$ cat config.mk
export PLATFORM = sky130hd
export DESIGN_NAME = scalar_kalman_filter_unit
export DESIGN_NICKNAME = d
export VERILOG_FILES = /design/src/skf_pkg.sv /design/src/scalar_kalman_filter_unit.sv /design/src/skf_div.sv /design/src/skf_mul.sv
export VERILOG_INCLUDE_DIRS = /design/src /design/src/src
export SDC_FILE = /design/constraint.sdc
export NUM_CORES = 1
export LEC_CHECK = 0
export BUFFER_PORTS_ARGS = -buffer_cell sky130_fd_sc_hd__buf_2
export CAP_MARGIN = 20
export CORE_UTILIZATION = 50
export DETAILED_ROUTE_END_ITERATION = 16
export MAX_ROUTING_LAYER = met4
export PLACE_DENSITY = 0.72
export REMOVE_ABC_BUFFERS = 1
export SLEW_MARGIN = 20
export SYNTH_ARGS = -nofsm -noshare
export SYNTH_HDL_FRONTEND = slang
export SYNTH_HIERARCHICAL = 1
export SYNTH_SLANG_ARGS = --single-unit
$ cat constraint.sdc
create_clock -name clk -period 6.2 [get_ports clk]
set_input_delay 1.24 -clock clk [delete_from_list [all_inputs] [get_ports clk]]
set_output_delay 1.24 -clock clk [all_outputs]
set_load 0.1 [all_outputs]
$ cat src/scalar_kalman_filter_unit_assert.svh
// Assertion macros for the scalar Kalman filter unit.
// Included by modules that check their own control logic; needs nothing else.
`ifndef SCALAR_KALMAN_FILTER_UNIT_ASSERT_SVH
`define SCALAR_KALMAN_FILTER_UNIT_ASSERT_SVH

// Same-cycle implication
`define SKF_ASSERT_NOW(label, clk, rst_n, ante, cons, msg) \
    label: assert property (@(posedge clk) disable iff (!rst_n) (ante) |-> (cons)) \
        else $error(msg);

// Next-cycle implication
`define SKF_ASSERT_NEXT(label, clk, rst_n, ante, cons, msg) \
    label: assert property (@(posedge clk) disable iff (!rst_n) (ante) |=> (cons)) \
        else $error(msg);

`endif

$ cat src/skf_pkg.sv
// Shared constants and register codes for the scalar Kalman filter unit.
// No dependencies.
package skf_pkg;

    localparam int SAMPLE_BITS_DEF        = 10;
    localparam int ESTIMATE_FRAC_BITS_DEF = 6;

    localparam int COV_W    = 32;
    localparam int EST_W    = 16;
    localparam int GAIN_W   = 16;
    localparam int FACTOR_W = GAIN_W + 1;
    localparam int CFG_IDX_W = 2;

    localparam logic [COV_W-1:0] PROCESS_VARIANCE_RST = 32'd655;
    localparam logic [COV_W-1:0] SENSOR_VARIANCE_RST  = 32'd65536;
    localparam logic [COV_W-1:0] COVARIANCE_RST       = 32'd65536;
    localparam logic [FACTOR_W-1:0] GAIN_ONE          = 17'd65536;
    localparam logic [COV_W+1:0] ROUND_HALF           = 34'd32768;

    localparam logic [CFG_IDX_W-1:0] CFG_PROCESS_VARIANCE = 2'd0;
    localparam logic [CFG_IDX_W-1:0] CFG_SENSOR_VARIANCE  = 2'd1;

endpackage

$ cat src/scalar_kalman_filter_unit.sv
// Scalar Kalman filter unit: one sample in, one estimate and gain out.
// Depends on skf_pkg, skf_div, skf_mul and scalar_kalman_filter_unit_assert.svh.
//
// Usage:
//   Input channel (in_valid/in_stall) carries sample and seed; an item is taken
//   when in_valid is high and in_stall low. Output channel (out_valid/out_stall)
//   carries estimate (Q10.6) and gain (Q0.16). Configuration writes go through
//   cfg_valid/cfg_ready with cfg_index and cfg_data: index 0 is the process
//   variance, index 1 the sensor variance, other indexes are ignored.
//   Path: a filtered item passes through the bit-serial gain divider, a step to
//   start the multipliers, two bit-serial multipliers running side by side
//   (covariance and estimate), a write-back step and the load of the output
//   register. A seeded item skips the divider and multipliers and goes straight
//   to the hand-over into the output register.
//   One item is in flight at a time; in_stall is high from acceptance until the
//   result has moved into the output register, so a new item is taken only after
//   the previous result is handed over. The output register lets the
//   next item start while a result still waits on out_stall; a held result
//   blocks only the hand-over. Reset: covariance 1.0, estimate zero, variances
//   at their reset values, no result pending.
module scalar_kalman_filter_unit
#(
    parameter int SAMPLE_BITS        = skf_pkg::SAMPLE_BITS_DEF,
    parameter int ESTIMATE_FRAC_BITS = skf_pkg::ESTIMATE_FRAC_BITS_DEF
)
(
    input  logic                              clk,
    input  logic                              rst_n,
    input  logic                              in_valid,
    output logic                              in_stall,
    input  logic [SAMPLE_BITS-1:0]            sample,
    input  logic                              seed,
    output logic                              out_valid,
    input  logic                              out_stall,
    output logic [skf_pkg::EST_W-1:0]         estimate,
    output logic [skf_pkg::GAIN_W-1:0]        gain,
    input  logic                              cfg_valid,
    output logic                              cfg_ready,
    input  logic [skf_pkg::CFG_IDX_W-1:0]     cfg_index,
    input  logic [skf_pkg::COV_W-1:0]         cfg_data
);

    `include "scalar_kalman_filter_unit_assert.svh"

    localparam int COV_W  = skf_pkg::COV_W;
    localparam int EST_W  = skf_pkg::EST_W;
    localparam int GAIN_W = skf_pkg::GAIN_W;
    localparam int FAC_W  = skf_pkg::FACTOR_W;
    localparam int PROD_W = COV_W + FAC_W;
    localparam int ZW_W   = SAMPLE_BITS + EST_W;

    typedef enum logic [1:0] {S_IDLE, S_GAIN, S_MUL, S_DONE} state_t;

    state_t              state_reg;
    logic [COV_W-1:0]    pv_reg;
    logic [COV_W-1:0]    sv_reg;
    logic [COV_W-1:0]    p_reg;
    logic [EST_W-1:0]    x_reg;
    logic [EST_W-1:0]    z_reg;
    logic [COV_W-1:0]    pc_reg;
    logic [GAIN_W-1:0]   g_reg;
    logic                up_reg;
    logic                out_valid_reg;
    logic [EST_W-1:0]    est_out_reg;
    logic [GAIN_W-1:0]   gain_out_reg;

    logic                in_take;
    logic [ZW_W-1:0]     z_wide;
    logic [EST_W-1:0]    z_sat;
    logic [COV_W:0]      pc_sum;
    logic [COV_W-1:0]    pc_next;
    logic [COV_W:0]      den;

    logic                div_done;
    logic [GAIN_W-1:0]   div_q;
    logic                mul_start;
    logic                d_up;
    logic [EST_W-1:0]    d_mag;
    logic                cov_done;
    logic                est_done;
    logic [PROD_W-1:0]   cov_prod;
    logic [PROD_W-1:0]   est_prod;

    logic [COV_W+1:0]    adj_round;
    logic [EST_W+1:0]    adj;
    logic [EST_W+1:0]    x_up;
    logic [EST_W-1:0]    x_next;

    assign in_take = in_valid && !in_stall;

    assign z_wide = ZW_W'(sample) << ESTIMATE_FRAC_BITS;
    assign z_sat  = (|z_wide[ZW_W-1:EST_W]) ? '1 : z_wide[EST_W-1:0];

    assign pc_sum  = {1'b0, p_reg} + {1'b0, pv_reg};
    assign pc_next = pc_sum[COV_W] ? '1 : pc_sum[COV_W-1:0];
    assign den     = {1'b0, pc_next} + {1'b0, sv_reg};

    skf_div u_div
    (
        .clk      (clk),
        .rst_n    (rst_n),
        .start    (in_take && !seed),
        .numer    (pc_next),
        .denom    (den),
        .done     (div_done),
        .quotient (div_q)
    );

    assign mul_start = (state_reg == S_GAIN) && div_done;
    assign d_up      = z_reg >= x_reg;
    assign d_mag     = d_up ? (z_reg - x_reg) : (x_reg - z_reg);

    skf_mul #(.A_W(COV_W), .B_W(FAC_W)) u_mul_cov
    (
        .clk     (clk),
        .rst_n   (rst_n),
        .start   (mul_start),
        .a       (pc_reg),
        .b       (skf_pkg::GAIN_ONE - FAC_W'(div_q)),
        .done    (cov_done),
        .product (cov_prod)
    );

    skf_mul #(.A_W(COV_W), .B_W(FAC_W)) u_mul_est
    (
        .clk     (clk),
        .rst_n   (rst_n),
        .start   (mul_start),
        .a       (COV_W'(d_mag)),
        .b       (FAC_W'(div_q)),
        .done    (est_done),
        .product (est_prod)
    );

    assign adj_round = est_prod[COV_W+1:0] + skf_pkg::ROUND_HALF;
    assign adj       = adj_round[COV_W+1:GAIN_W];
    assign x_up      = {2'b00, x_reg} + adj;

    always_comb
    begin
        if (up_reg)
        begin
            x_next = (|x_up[EST_W+1:EST_W]) ? '1 : x_up[EST_W-1:0];
        end
        else
        begin
            x_next = (adj > {2'b00, x_reg}) ? '0 : (x_reg - adj[EST_W-1:0]);
        end
    end

    always_ff @(posedge clk or negedge rst_n)
    begin
        if (!rst_n)
        begin
            state_reg     <= S_IDLE;
            pv_reg        <= skf_pkg::PROCESS_VARIANCE_RST;
            sv_reg        <= skf_pkg::SENSOR_VARIANCE_RST;
            p_reg         <= skf_pkg::COVARIANCE_RST;
            x_reg         <= '0;
            z_reg         <= '0;
            pc_reg        <= '0;
            g_reg         <= '0;
            up_reg        <= 1'b0;
            out_valid_reg <= 1'b0;
            est_out_reg   <= '0;
            gain_out_reg  <= '0;
        end
        else
        begin
            if (cfg_valid && cfg_ready)
            begin
                unique case (cfg_index)
                    skf_pkg::CFG_PROCESS_VARIANCE: pv_reg <= cfg_data;
                    skf_pkg::CFG_SENSOR_VARIANCE:  sv_reg <= cfg_data;
                    default: ;
                endcase
            end

            if (out_valid_reg && !out_stall && state_reg != S_DONE)
            begin
                out_valid_reg <= 1'b0;
            end

            unique case (state_reg)
                S_IDLE:
                begin
                    if (in_take)
                    begin
                        z_reg  <= z_sat;
                        pc_reg <= pc_next;
                        if (seed)
                        begin
                            x_reg     <= z_sat;
                            g_reg     <= '0;
                            state_reg <= S_DONE;
                        end
                        else
                        begin
                            state_reg <= S_GAIN;
                        end
                    end
                end
                S_GAIN:
                begin
                    if (div_done)
                    begin
                        g_reg     <= div_q;
                        up_reg    <= d_up;
                        state_reg <= S_MUL;
                    end
                end
                S_MUL:
                begin
                    if (cov_done && est_done)
                    begin
                        p_reg     <= cov_prod[COV_W+GAIN_W-1:GAIN_W];
                        x_reg     <= x_next;
                        state_reg <= S_DONE;
                    end
                end
                S_DONE:
                begin
                    if (!out_valid_reg || !out_stall)
                    begin
                        out_valid_reg <= 1'b1;
                        est_out_reg   <= x_reg;
                        gain_out_reg  <= g_reg;
                        state_reg     <= S_IDLE;
                    end
                end
                default:
                begin
                    state_reg <= S_IDLE;
                end
            endcase
        end
    end

    assign in_stall  = (state_reg != S_IDLE);
    assign cfg_ready = (state_reg == S_IDLE);
    assign out_valid = out_valid_reg;
    assign estimate  = est_out_reg;
    assign gain      = gain_out_reg;

    `SKF_ASSERT_NOW(a_out_from_done, clk, rst_n, $rose(out_valid_reg),
        $past(state_reg == S_DONE), "result raised outside hand-over")
    `SKF_ASSERT_NOW(a_div_in_gain, clk, rst_n, div_done, state_reg == S_GAIN,
        "divider finished while not awaited")
    `SKF_ASSERT_NOW(a_mul_in_step, clk, rst_n, cov_done || est_done,
        state_reg == S_MUL && cov_done && est_done, "multipliers out of step")
    `SKF_ASSERT_NEXT(a_seed_path, clk, rst_n, in_take && seed,
        state_reg == S_DONE && g_reg == '0, "seeded item not passed straight through")

endmodule

$ cat src/skf_div.sv
// Bit-serial restoring divider: gain = numer * 2^16 / denom, saturated.
// Uses skf_pkg for widths.
module skf_div
(
    input  logic                          clk,
    input  logic                          rst_n,
    input  logic                          start,
    input  logic [skf_pkg::COV_W-1:0]     numer,
    input  logic [skf_pkg::COV_W:0]       denom,
    output logic                          done,
    output logic [skf_pkg::GAIN_W-1:0]    quotient
);

    localparam int STEPS = skf_pkg::FACTOR_W;
    localparam int CNT_W = $clog2(STEPS);
    localparam int REM_W = skf_pkg::COV_W + 2;

    logic [REM_W-1:0]              rem_reg;
    logic [skf_pkg::COV_W:0]       denom_reg;
    logic [skf_pkg::FACTOR_W-1:0]  q_reg;
    logic [CNT_W-1:0]              cnt_reg;
    logic                          busy_reg;
    logic                          done_reg;

    logic                          ge;
    logic [REM_W-1:0]              trial;
    logic [REM_W-1:0]              rem_next;

    assign ge       = rem_reg >= {1'b0, denom_reg};
    assign trial    = rem_reg - {1'b0, denom_reg};
    assign rem_next = ge ? trial : rem_reg;

    always_ff @(posedge clk or negedge rst_n)
    begin
        if (!rst_n)
        begin
            rem_reg   <= '0;
            denom_reg <= '0;
            q_reg     <= '0;
            cnt_reg   <= '0;
            busy_reg  <= 1'b0;
            done_reg  <= 1'b0;
        end
        else
        begin
            done_reg <= 1'b0;
            if (start)
            begin
                rem_reg   <= {2'b00, numer};
                denom_reg <= denom;
                q_reg     <= '0;
                cnt_reg   <= '0;
                busy_reg  <= 1'b1;
            end
            else if (busy_reg)
            begin
                q_reg   <= {q_reg[skf_pkg::FACTOR_W-2:0], ge};
                rem_reg <= {rem_next[REM_W-2:0], 1'b0};
                cnt_reg <= cnt_reg + 1'b1;
                if (cnt_reg == CNT_W'(STEPS - 1))
                begin
                    busy_reg <= 1'b0;
                    done_reg <= 1'b1;
                end
            end
        end
    end

    assign done     = done_reg;
    assign quotient = q_reg[skf_pkg::FACTOR_W-1] ? '1 : q_reg[skf_pkg::GAIN_W-1:0];

endmodule

$ cat src/skf_mul.sv
// Bit-serial shift-add multiplier, one multiplier bit per cycle, LSB first.
// No package dependencies.
module skf_mul
#(
    parameter int A_W = 32,
    parameter int B_W = 17
)
(
    input  logic                 clk,
    input  logic                 rst_n,
    input  logic                 start,
    input  logic [A_W-1:0]       a,
    input  logic [B_W-1:0]       b,
    output logic                 done,
    output logic [A_W+B_W-1:0]   product
);

    localparam int CNT_W = $clog2(B_W + 1);

    logic [A_W+B_W-1:0] acc_reg;
    logic [A_W-1:0]     a_reg;
    logic [B_W-1:0]     b_reg;
    logic [CNT_W-1:0]   cnt_reg;
    logic               busy_reg;
    logic               done_reg;

    logic [A_W:0]       sum;

    assign sum = {1'b0, acc_reg[A_W+B_W-1:B_W]} + {1'b0, (b_reg[0] ? a_reg : '0)};

    always_ff @(posedge clk or negedge rst_n)
    begin
        if (!rst_n)
        begin
            acc_reg  <= '0;
            a_reg    <= '0;
            b_reg    <= '0;
            cnt_reg  <= '0;
            busy_reg <= 1'b0;
            done_reg <= 1'b0;
        end
        else
        begin
            done_reg <= 1'b0;
            if (start)
            begin
                acc_reg  <= '0;
                a_reg    <= a;
                b_reg    <= b;
                cnt_reg  <= '0;
                busy_reg <= 1'b1;
            end
            else if (busy_reg)
            begin
                acc_reg <= {sum, acc_reg[B_W-1:1]};
                b_reg   <= b_reg >> 1;
                cnt_reg <= cnt_reg + 1'b1;
                if (cnt_reg == CNT_W'(B_W - 1))
                begin
                    busy_reg <= 1'b0;
                    done_reg <= 1'b1;
                end
            end
        end
    end

    assign done    = done_reg;
    assign product = acc_reg;

endmodule
After elaboration in Yosys (flattened, before gate mapping)
Index checks and enable logic that the tools add are counted.
{"block": "totals", "in_bits": 50, "register_bits": 491}
{"block": "classes", "n_addsub": 14, "n_eq_ne": 13, "n_reduce_logical": 30, "mux": 62, "magnitude_cmp": 3}
{"cell": "2-to-1 mux 49 bit", "n": 4}
{"cell": "2-to-1 mux 16 bit", "n": 12}
{"cell": "adder 32 x 32 -> 33 bit", "n": 4}
{"cell": "2-to-1 mux 17 bit", "n": 6}
{"cell": "2-to-1 mux 34 bit", "n": 2}
{"cell": "2-to-1 mux 32 bit", "n": 2}
{"cell": "case mux 16 bit (2 select lines)", "n": 2}
{"cell": "subtractor 16 bit", "n": 3}
{"cell": "adder 34 x 16 -> 34 bit, second input constant", "n": 1}
{"cell": ">= comparator 34 x 33 -> 1 bit", "n": 1}
{"cell": "2-to-1 mux 33 bit", "n": 1}
{"cell": "subtractor 33 bit", "n": 1}
{"cell": "2-to-1 mux 5 bit", "n": 6}
{"cell": "2-to-1 mux 1 bit", "n": 21}
{"cell": "adder 16 x 18 -> 18 bit", "n": 1}
{"cell": "> comparator 18 x 16 -> 1 bit", "n": 1}
{"cell": "subtractor 17 x 16 -> 17 bit, first input constant", "n": 1}
{"cell": ">= comparator 16 bit", "n": 1}
{"cell": "adder 5 x 1 -> 5 bit, second input constant", "n": 3}
{"cell": "== test 5 bit, second input constant", "n": 3}
{"cell": "AND reduction 2 bit", "n": 6}
{"cell": "AND reduction 4 bit", "n": 3}
{"cell": "nonzero test 2 bit", "n": 6}
{"cell": "2-to-1 mux 2 bit", "n": 5}
{"cell": "10 further kinds", "n": 26}

Longest topological paths before layout
Gate-level depths: netlist of the first run.
{"block": "depth", "ltp_word": 7, "depth_mapped": 24, "depth_no_buf": 22}

Modules after synthesis
Netlist of the first run, hierarchy kept.
{"module": "scalar_kalman_filter_unit", "cells_per_inst": 1579, "area_per_inst_um2": 15183.3, "instances": 1}
{"module": "skf_mul (u_mul_cov)", "cells_per_inst": 657, "area_per_inst_um2": 6302.3, "instances": 1}
{"module": "skf_mul (u_mul_est)", "cells_per_inst": 638, "area_per_inst_um2": 6276.0, "instances": 1}
{"module": "skf_div", "cells_per_inst": 738, "area_per_inst_um2": 6147.1, "instances": 1}

Worst setup path after synthesis of the first run
OpenSTA, ideal clock, no wires.
{"block": "synth_timing", "path_kind": "reg2reg", "start": "reg pv_reg[0]", "end": "reg u_div/denom_reg[32] (netlist bit)", "period_less_slack_ns": 5.073, "t_arrival_ns": 4.943, "setup_slack_ns": 1.127, "n_path_buf": 3, "stages_incl_launch_ff": 25, "path_cell_list": "dfstp_2 -> ha_1 -> fa_1 -> a211oi_2 -> o21ai_1 -> a21oi_2 -> o21ai_2 -> o21ai_2 -> a311oi_2 -> buf_2 -> nor2_1 -> buf_2 -> nand2_1 -> ha_1 -> buf_2 -> a21o_1 -> a21oi_1 -> o221ai_1 -> or3_1 -> a2111oi_1 -> o31ai_1 -> a221o_1 -> a21o_1 -> nand2_1 -> o21ai_0"}
{"block": "synth_between", "elab_chain_len": 3}
{"element": "start, declared", "line": "scalar_kalman_filter_unit.sv:55", "source": "logic [COV_W-1:0] pv_reg;"}
{"element": "start signal, assigned", "line": "scalar_kalman_filter_unit.sv:156", "source": "pv_reg <= skf_pkg::PROCESS_VARIANCE_RST;"}
{"element": "start signal, assigned", "line": "scalar_kalman_filter_unit.sv:173", "source": "skf_pkg::CFG_PROCESS_VARIANCE: pv_reg <= cfg_data;"}
{"element": "adder 32 x 32 -> 33 bit", "line": "scalar_kalman_filter_unit.sv:94", "source": "assign pc_sum = {1'b0, p_reg} + {1'b0, pv_reg};"}
{"element": "2-to-1 mux 32 bit", "line": "scalar_kalman_filter_unit.sv:95", "source": "assign pc_next = pc_sum[COV_W] ? '1 : pc_sum[COV_W-1:0];"}
{"element": "net pc_next[23]", "line": "scalar_kalman_filter_unit.sv:71", "source": "logic [COV_W-1:0] pc_next;"}
{"element": "adder 32 x 32 -> 33 bit", "line": "scalar_kalman_filter_unit.sv:96", "source": "assign den = {1'b0, pc_next} + {1'b0, sv_reg};"}
{"element": "net den[32]", "line": "scalar_kalman_filter_unit.sv:72", "source": "logic [COV_W:0] den;"}
{"element": "end signal, assigned", "line": "skf_div.sv:50", "source": "denom_reg <= denom;"}
{"element": "end, declared", "line": "skf_div.sv:19", "source": "logic [skf_pkg::COV_W:0] denom_reg;"}
The timed path passes the listed nets, and every way through them passes these cells.
A chain may end at the register's enable or synchronous reset.

Worst setup path after layout of the first run
{"block": "layout_timing", "start": "reg p_reg[0]", "end": "reg u_div/denom_reg[32] (netlist bit)"}
{"block": "layout_between", "elab_chain_len": 3}
{"element": "start, declared", "line": "scalar_kalman_filter_unit.sv:57", "source": "logic [COV_W-1:0] p_reg;"}
{"element": "start signal, assigned", "line": "scalar_kalman_filter_unit.sv:158", "source": "p_reg <= skf_pkg::COVARIANCE_RST;"}
{"element": "start signal, assigned", "line": "scalar_kalman_filter_unit.sv:216", "source": "p_reg <= cov_prod[COV_W+GAIN_W-1:GAIN_W];"}
{"element": "adder 32 x 32 -> 33 bit", "line": "scalar_kalman_filter_unit.sv:94"}
{"element": "2-to-1 mux 32 bit", "line": "scalar_kalman_filter_unit.sv:95"}
{"element": "net pc_next[9]", "line": "scalar_kalman_filter_unit.sv:71"}
{"element": "adder 32 x 32 -> 33 bit", "line": "scalar_kalman_filter_unit.sv:96"}
{"element": "net den[32]", "line": "scalar_kalman_filter_unit.sv:72"}
The timed path passes the listed nets, and every way through them passes these cells.

==> results of run 1 <==
layout make-up:
cell class,count,area share [%]
Sequential cell,476,33.4
Antenna cell,2,0.0140
Inverter,143,1.50
Clock inverter,24,0.935
Timing Repair Buffer,116,2.02
Clock buffer,74,4.33
Multi-Input combinational cell,2738,54.9
Tap cell,855,2.99
worst max-delay path by stage:
stage / startpoint / slack (ps) / end
finish: p_reg[0]$_DFFE_PN0P_ / 500 / u_div/denom_reg[32]$_DFFE_PN0P_
global route: p_reg[0]$_DFFE_PN0P_ / 60 / u_div/denom_reg[32]$_DFFE_PN0P_
CTS: p_reg[0]$_DFFE_PN0P_ / 250 / u_div/denom_reg[32]$_DFFE_PN0P_
detailed placement: p_reg[0]$_DFFE_PN0P_ / 310 / u_div/denom_reg[32]$_DFFE_PN0P_
global placement: pv_reg[0]$_DFFE_PN1P_ / 350 / u_div/denom_reg[32]$_DFFE_PN0P_
floorplan: state_reg[0]$_DFFE_PN0P_ / -1810 / u_div/rem_reg[29]$_DFFE_PN0P_
layer usage:
| layer | wire [microns] | share of wire [%] | track usage [%] | vias up |
|---|---|---|---|---|
| met3 | 3610 | 4.2 | 2.77 | 161 |
| met1 | 37800 | 44 | 33.7 | 12800 |
| met4 | 2740 | 3.2 | 8.78 | 0 |
| li1 | - | - | - | 12700 |
| met2 | 42500 | 49 | 44.5 | 608 |
| met5 | 0 | 0 | - | - |
layout by cell type (no fill, tap or decap), types with 9 or more instances in the layout:
cell / instances
a211o_1: 9
a211oi_1: 30
a21o_1: 70
a21oi_1: 234
a21oi_2: 9
a221o_1: 16
a31oi_1: 36
and2_1: 69
and3_1: 44
buf_2: 83
buf_4: 28
clkbuf_16: 54
clkbuf_8: 12
conb_1: 17
dfrtp_1: 465
ha_1: 241
inv_1: 139
mux2_2: 209
mux2i_1: 90
nand2_1: 337
nand2b_1: 32
nand3_1: 67
nand3b_1: 10
nand4_1: 49
nor2_1: 246
nor2b_1: 28
nor3_1: 55
nor4_1: 13
o211ai_1: 26
o21a_1: 38
o21ai_0: 202
o21ai_1: 45
o21bai_1: 20
o221ai_1: 16
o31ai_1: 34
or2_2: 29
or3_1: 30
xnor2_1: 114
xor2_1: 65
where the power goes:
part	switching, uW	leakage (uW)	internal [uW]
clock network	1340	0.000925	2040
logic	6470	0.00969	3810
registers	872	0.00611	4120
through the flow:
step | setup TNS (ps) | power (uW) | cell area, sq um
CTS | 0 | 18600 | 35700
global placement | 0 | 15000 | 33800
global route | 0 | 19900 | 35700
detailed placement | 0 | 15200 | 33800
finish | 0 | 18700 | 35700
floorplan | -53290 | 12600 | 32000
worst min-delay path: cells and delay by family, from the launching register on:
family,cells,cell delay (ps)
DFF,1,340
and+or+nand+nor,2,90
what timing repair did:
| item | in CTS | in global routing |
|---|---|---|
| setup endpoints to repair | 0 | 4 |
| setup buffers | 0 | 0 |
| resized for setup | 0 | 3 |
==> metrics, run 1 <==
post-route antenna net violation count=0; CP max-delay cell=a2111oi_2; Hold Path End=g_reg[2]$_DFFE_PN0P_; first-pass GRT wire length=139,000 microns; die height=258 microns; critical path required time=6630 ps; CP Capture Type=flop; worst-skew pair later-pin latency=620 ps; crit path time final=5700 ps; maxcap violations=0; Final Non-Filler Cells=4,428; multi-input combinational cell area=0.0196 sq mm; syn avg cell area=9.30 sq um; r2r setup slk=500 ps; DRC viols=0; fillers=5,829; synth warn=6; Leak=0.0167 uW; status=finished, final reports clean; Die Wd=258 microns; Power Density=522 mW/mm^2; logic depth of the worst path, buffers included=23; gr usage total=26.6%; CTS Buf Count=53; CORE AREA=0.0646 sq mm; Reg-to-Reg Start=p_reg[0]$_DFFE_PN0P_; Reg clk slew, reported paths=60 ps; CTS Hold Bufs=0; Finish-stage setup viols=0; most frequent CP cell=nand2_1; worst slack, placed=308 ps; worst r2r dst=u_div/denom_reg[32]$_DFFE_PN0P_; clock root cell=clkbuf_16; Critical path buffers and inverters=2; Cells after Synth=3,516; layout cell share with drive strength beyond 1=15.4%; IO Pins=85; CTS tree=built; Crit path max-delay family=compound AO/OA/AOI/OAI gates; Syn Std Cell Area=0.0327 sq mm; relative slew slack=29.4%; drt first pass iters=5; vias in the first global route=25,600; worst slew pin tran=1060 ps; CTS max path bufs=3; I/O Buffers=84; post-layout util=55.4%; unrepaired setup endpoints after global routing=no; WL final=86,600 microns; R2R cell count=23; Row Count=93; Fin. Hold Viols=0; initial core utilization=50.6%; slowest stage delay, CP=460 ps; Cell Chain, Critical Path=ha_1, fa_1, a211oi_2, o21ai_1, a21oi_2, o21ai_2, o21ai_2, a311oi_4, buf_4, nor2_2, nand2_1, ha_1, a21oi_1, nand2_1, nor3_1, nor4_1, buf_4, a2111oi_2, o31ai_1, a221o_1, a21o_1, nand2_1, o21ai_0; Die Area=0.0664 sq mm; worst setup margin=499 ps; worst hold start=g_reg[2]$_DFFE_PN0P_; area occupied by registers=0.0119 sq mm; DR vias=26,300; Fmax achieved=0.175 GHz; worst hold slack=463 ps; CP max FO=11; Area growth syn-to-layout=9.33%; largest net degree at the start of global routing=137; Slew Viols, Final=0; CP startpoint kind=flop; vias per cell=5.93; hpwl dp=63,700 microns; crit path DAT=6140 ps; drt wl/cell=19.6 microns; Placed Cells=4,328; Worst VDD drop=0.000270 V; Placer Congestion=0.974; clk sink count=476; initial antenna violation count=2; Tcrit/Tclk final=92.0%; layout net count=3,827; grt total ovfl=0; H-tree depth=2; Worst Hold Depth=2; Hold Crit Class=flop to flop; First DRT Iteration DRCs=1,924; Clock Skew=29.6 ps; kind of critical path=flop to flop
No activity file was read; power rests on OpenSTA's default activity.
==> inputs of run 2 (changes only) <==
--- a/config.mk
+++ b/config.mk
@@ -8,10 +8,10 @@
 export LEC_CHECK = 0
 export BUFFER_PORTS_ARGS = -buffer_cell sky130_fd_sc_hd__buf_2
 export CAP_MARGIN = 20
-export CORE_UTILIZATION = 50
+export CORE_UTILIZATION = 30
 export DETAILED_ROUTE_END_ITERATION = 16
 export MAX_ROUTING_LAYER = met4
-export PLACE_DENSITY = 0.72
+export PLACE_DENSITY = 0.5
 export REMOVE_ABC_BUFFERS = 1
 export SLEW_MARGIN = 20
 export SYNTH_ARGS = -nofsm -noshare
==> run 2 against run 1 <==
Clock skew is 16 ps higher. Non-clock buffer count is 1 higher. Critical path depth stayed put. Fmax is 0.84% lower. Largest power group unchanged.
==> metrics, run 2 (same netlist as run 1, synthesis figures left out) <==
clock root cell=clkbuf_16; H-tree depth=2; R2R cell count=23; kind of critical path=flop to flop; DRC viols=0; CP Capture Type=flop; die height=332 microns; clk sink count=476; critical path required time=6710 ps; vias in the first global route=25,500; First DRT Iteration DRCs=1,640; Flop pwr share=26.2%; Leak=0.0167 uW; worst setup margin=451 ps; most frequent cells in the layout=dfrtp_1, nand2_1, nor2_1; Placer Congestion=0.913; initial antenna violation count=11; CTS max path bufs=3; Clock Skew=45.5 ps; worst slack, placed=371 ps; CTS Buf Count=57; Final Non-Filler Cells=4,991; worst r2r dst=u_div/denom_reg[30]$_DFFE_PN0P_; Final Power=18,900 uW; WL final=92,300 microns; layout net count=3,832; worst hold slack=464 ps; CORE AREA=0.108 sq mm; Fin. Hold Viols=0; Finish-stage setup viols=0; crit path DAT=6260 ps; sw frac=46.8%; hpwl dp=68,900 microns; worst-skew pair later-pin latency=650 ps; drt first pass iters=5; Reg clk slew, reported paths=60 ps; I/O Buffers=84; fillers=11,200; Die Wd=332 microns; Worst Hold Depth=2; relative slew slack=26.4%; worst hold start=g_reg[8]$_DFFE_PN0P_; Worst VDD drop=0.000346 V; Power Density=517 mW/mm^2; gr usage total=17.0%; area occupied by registers=0.0119 sq mm; Fmax achieved=0.174 GHz; multi-input combinational cell area=0.0196 sq mm; CP max FO=17; Reg-to-Reg Start=pv_reg[0]$_DFFE_PN1P_; unrepaired setup endpoints after global routing=no; maxcap violations=0; Row Count=120; Clk network pwr share=18.8%; Tcrit/Tclk final=92.7%; crit path time final=5750 ps; Psw=8850 uW; commonest non-fill, non-tap cell in the layout=dfrtp_1; post-route antenna net violation count=0; Pint=10,100 uW; IO Pins=85; status=finished, final reports clean; Die Area=0.110 sq mm; initial core utilization=30.4%; grt total ovfl=0; drt wl/cell=18.5 microns; worst slew pin tran=1100 ps; vias per cell=5.18; Slew Viols, Final=0; CTS tree=built; crit path from=pv_reg[0]$_DFFE_PN1P_; crit path to=u_div/denom_reg[30]$_DFFE_PN0P_; Logic pwr share=54.9%; largest net degree at the start of global routing=137; layout cell share with drive strength beyond 1=15.6%; r2r setup slk=450 ps; Area growth syn-to-layout=11.8%; first-pass GRT wire length=146,000 microns; DR vias=25,900; Placed Cells=4,877; Hold Crit Class=flop to flop; CP startpoint kind=flop
-- run 2: changes by cell type in the layout (fill, tap and decap cells not counted), sizes merged --
cell      delta
clkinvlp     +5
inv          +1
bufinv       -1
diode        +5
buf          +1
clkbuf       +4
-- run 2: metal layers --
metal	track usage [%]	wire (microns)
met5	-	0
met4	4.09	1830
met3	2.50	4080
met2	27.7	44500
met1	22.0	41800
-- run 2: layout make-up --
| type | instances | share of cell area (%) |
|---|---|---|
| timing repair buffer | 117 | 1.99 |
| tap | 1403 | 4.80 |
| clock inverter | 29 | 0.975 |
| multi-input combinational | 2738 | 53.6 |
| inverter | 143 | 1.47 |
| antenna | 7 | 0.0479 |
| sequential | 476 | 32.6 |
| clock buffer | 78 | 4.50 |
-- run 2: timing repair --
item / in CTS / in global routing
setup buffers: 0 / 0
endpoints found under the setup margin: 0 / 2
gates resized for setup: 0 / 2
hold buffers: 0 / 0
-- run 2: power groups by stage --
stage	sequential, uW	combinational (uW)	clock [uW]
floorplan	5540	7080	0
global placement	5010	10300	0
detailed placement	5030	10400	0
CTS	4980	10400	3680
global route	5100	11400	3810
finish	4960	10400	3560
-- run 2: how the worst min path moves through the flow --
stage / end
after floorplan: g_reg[10]$_DFFE_PN0P_
after global placement: g_reg[13]$_DFFE_PN0P_
after detailed placement: g_reg[8]$_DFFE_PN0P_
after CTS: g_reg[8]$_DFFE_PN0P_
after global routing: g_reg[11]$_DFFE_PN0P_
final: g_reg[8]$_DFFE_PN0P_
-- run 2: critical path, stage by stage, from the launching register on --
cell and delay, ps:
dfstp_2 540, ha_1 200, fa_1 260, a211oi_2 100
o21ai_1 240, a21oi_2 140, o21ai_2 330, o21ai_2 120
a311oi_2 210, buf_4 260, or3_1 170, ha_1 190
inv_1 60, fa_1 390, nand2b_1 180, a211oi_1 460
nor3_1 200, nor4_2 490, a2111oi_2 140, o31ai_1 470
a31oi_1 170, xnor2_1 140, nand2_1 60, o21ai_0 70
-- run 2: per-stage QoR --
| stage | utilization [%] | area (sq um) | TNS, ps |
|---|---|---|---|
| 2_1_floorplan | - | 32000 | -53290 |
| 3_3_place_gp | 32.1 | 34500 | 0 |
| 3_5_place_dp | 32.1 | 34500 | 0 |
| 4_1_cts | 34.0 | 36500 | 0 |
| 5_1_grt | 34.0 | 36600 | 0 |
| 6_report | 34.0 | 36600 | 0 |
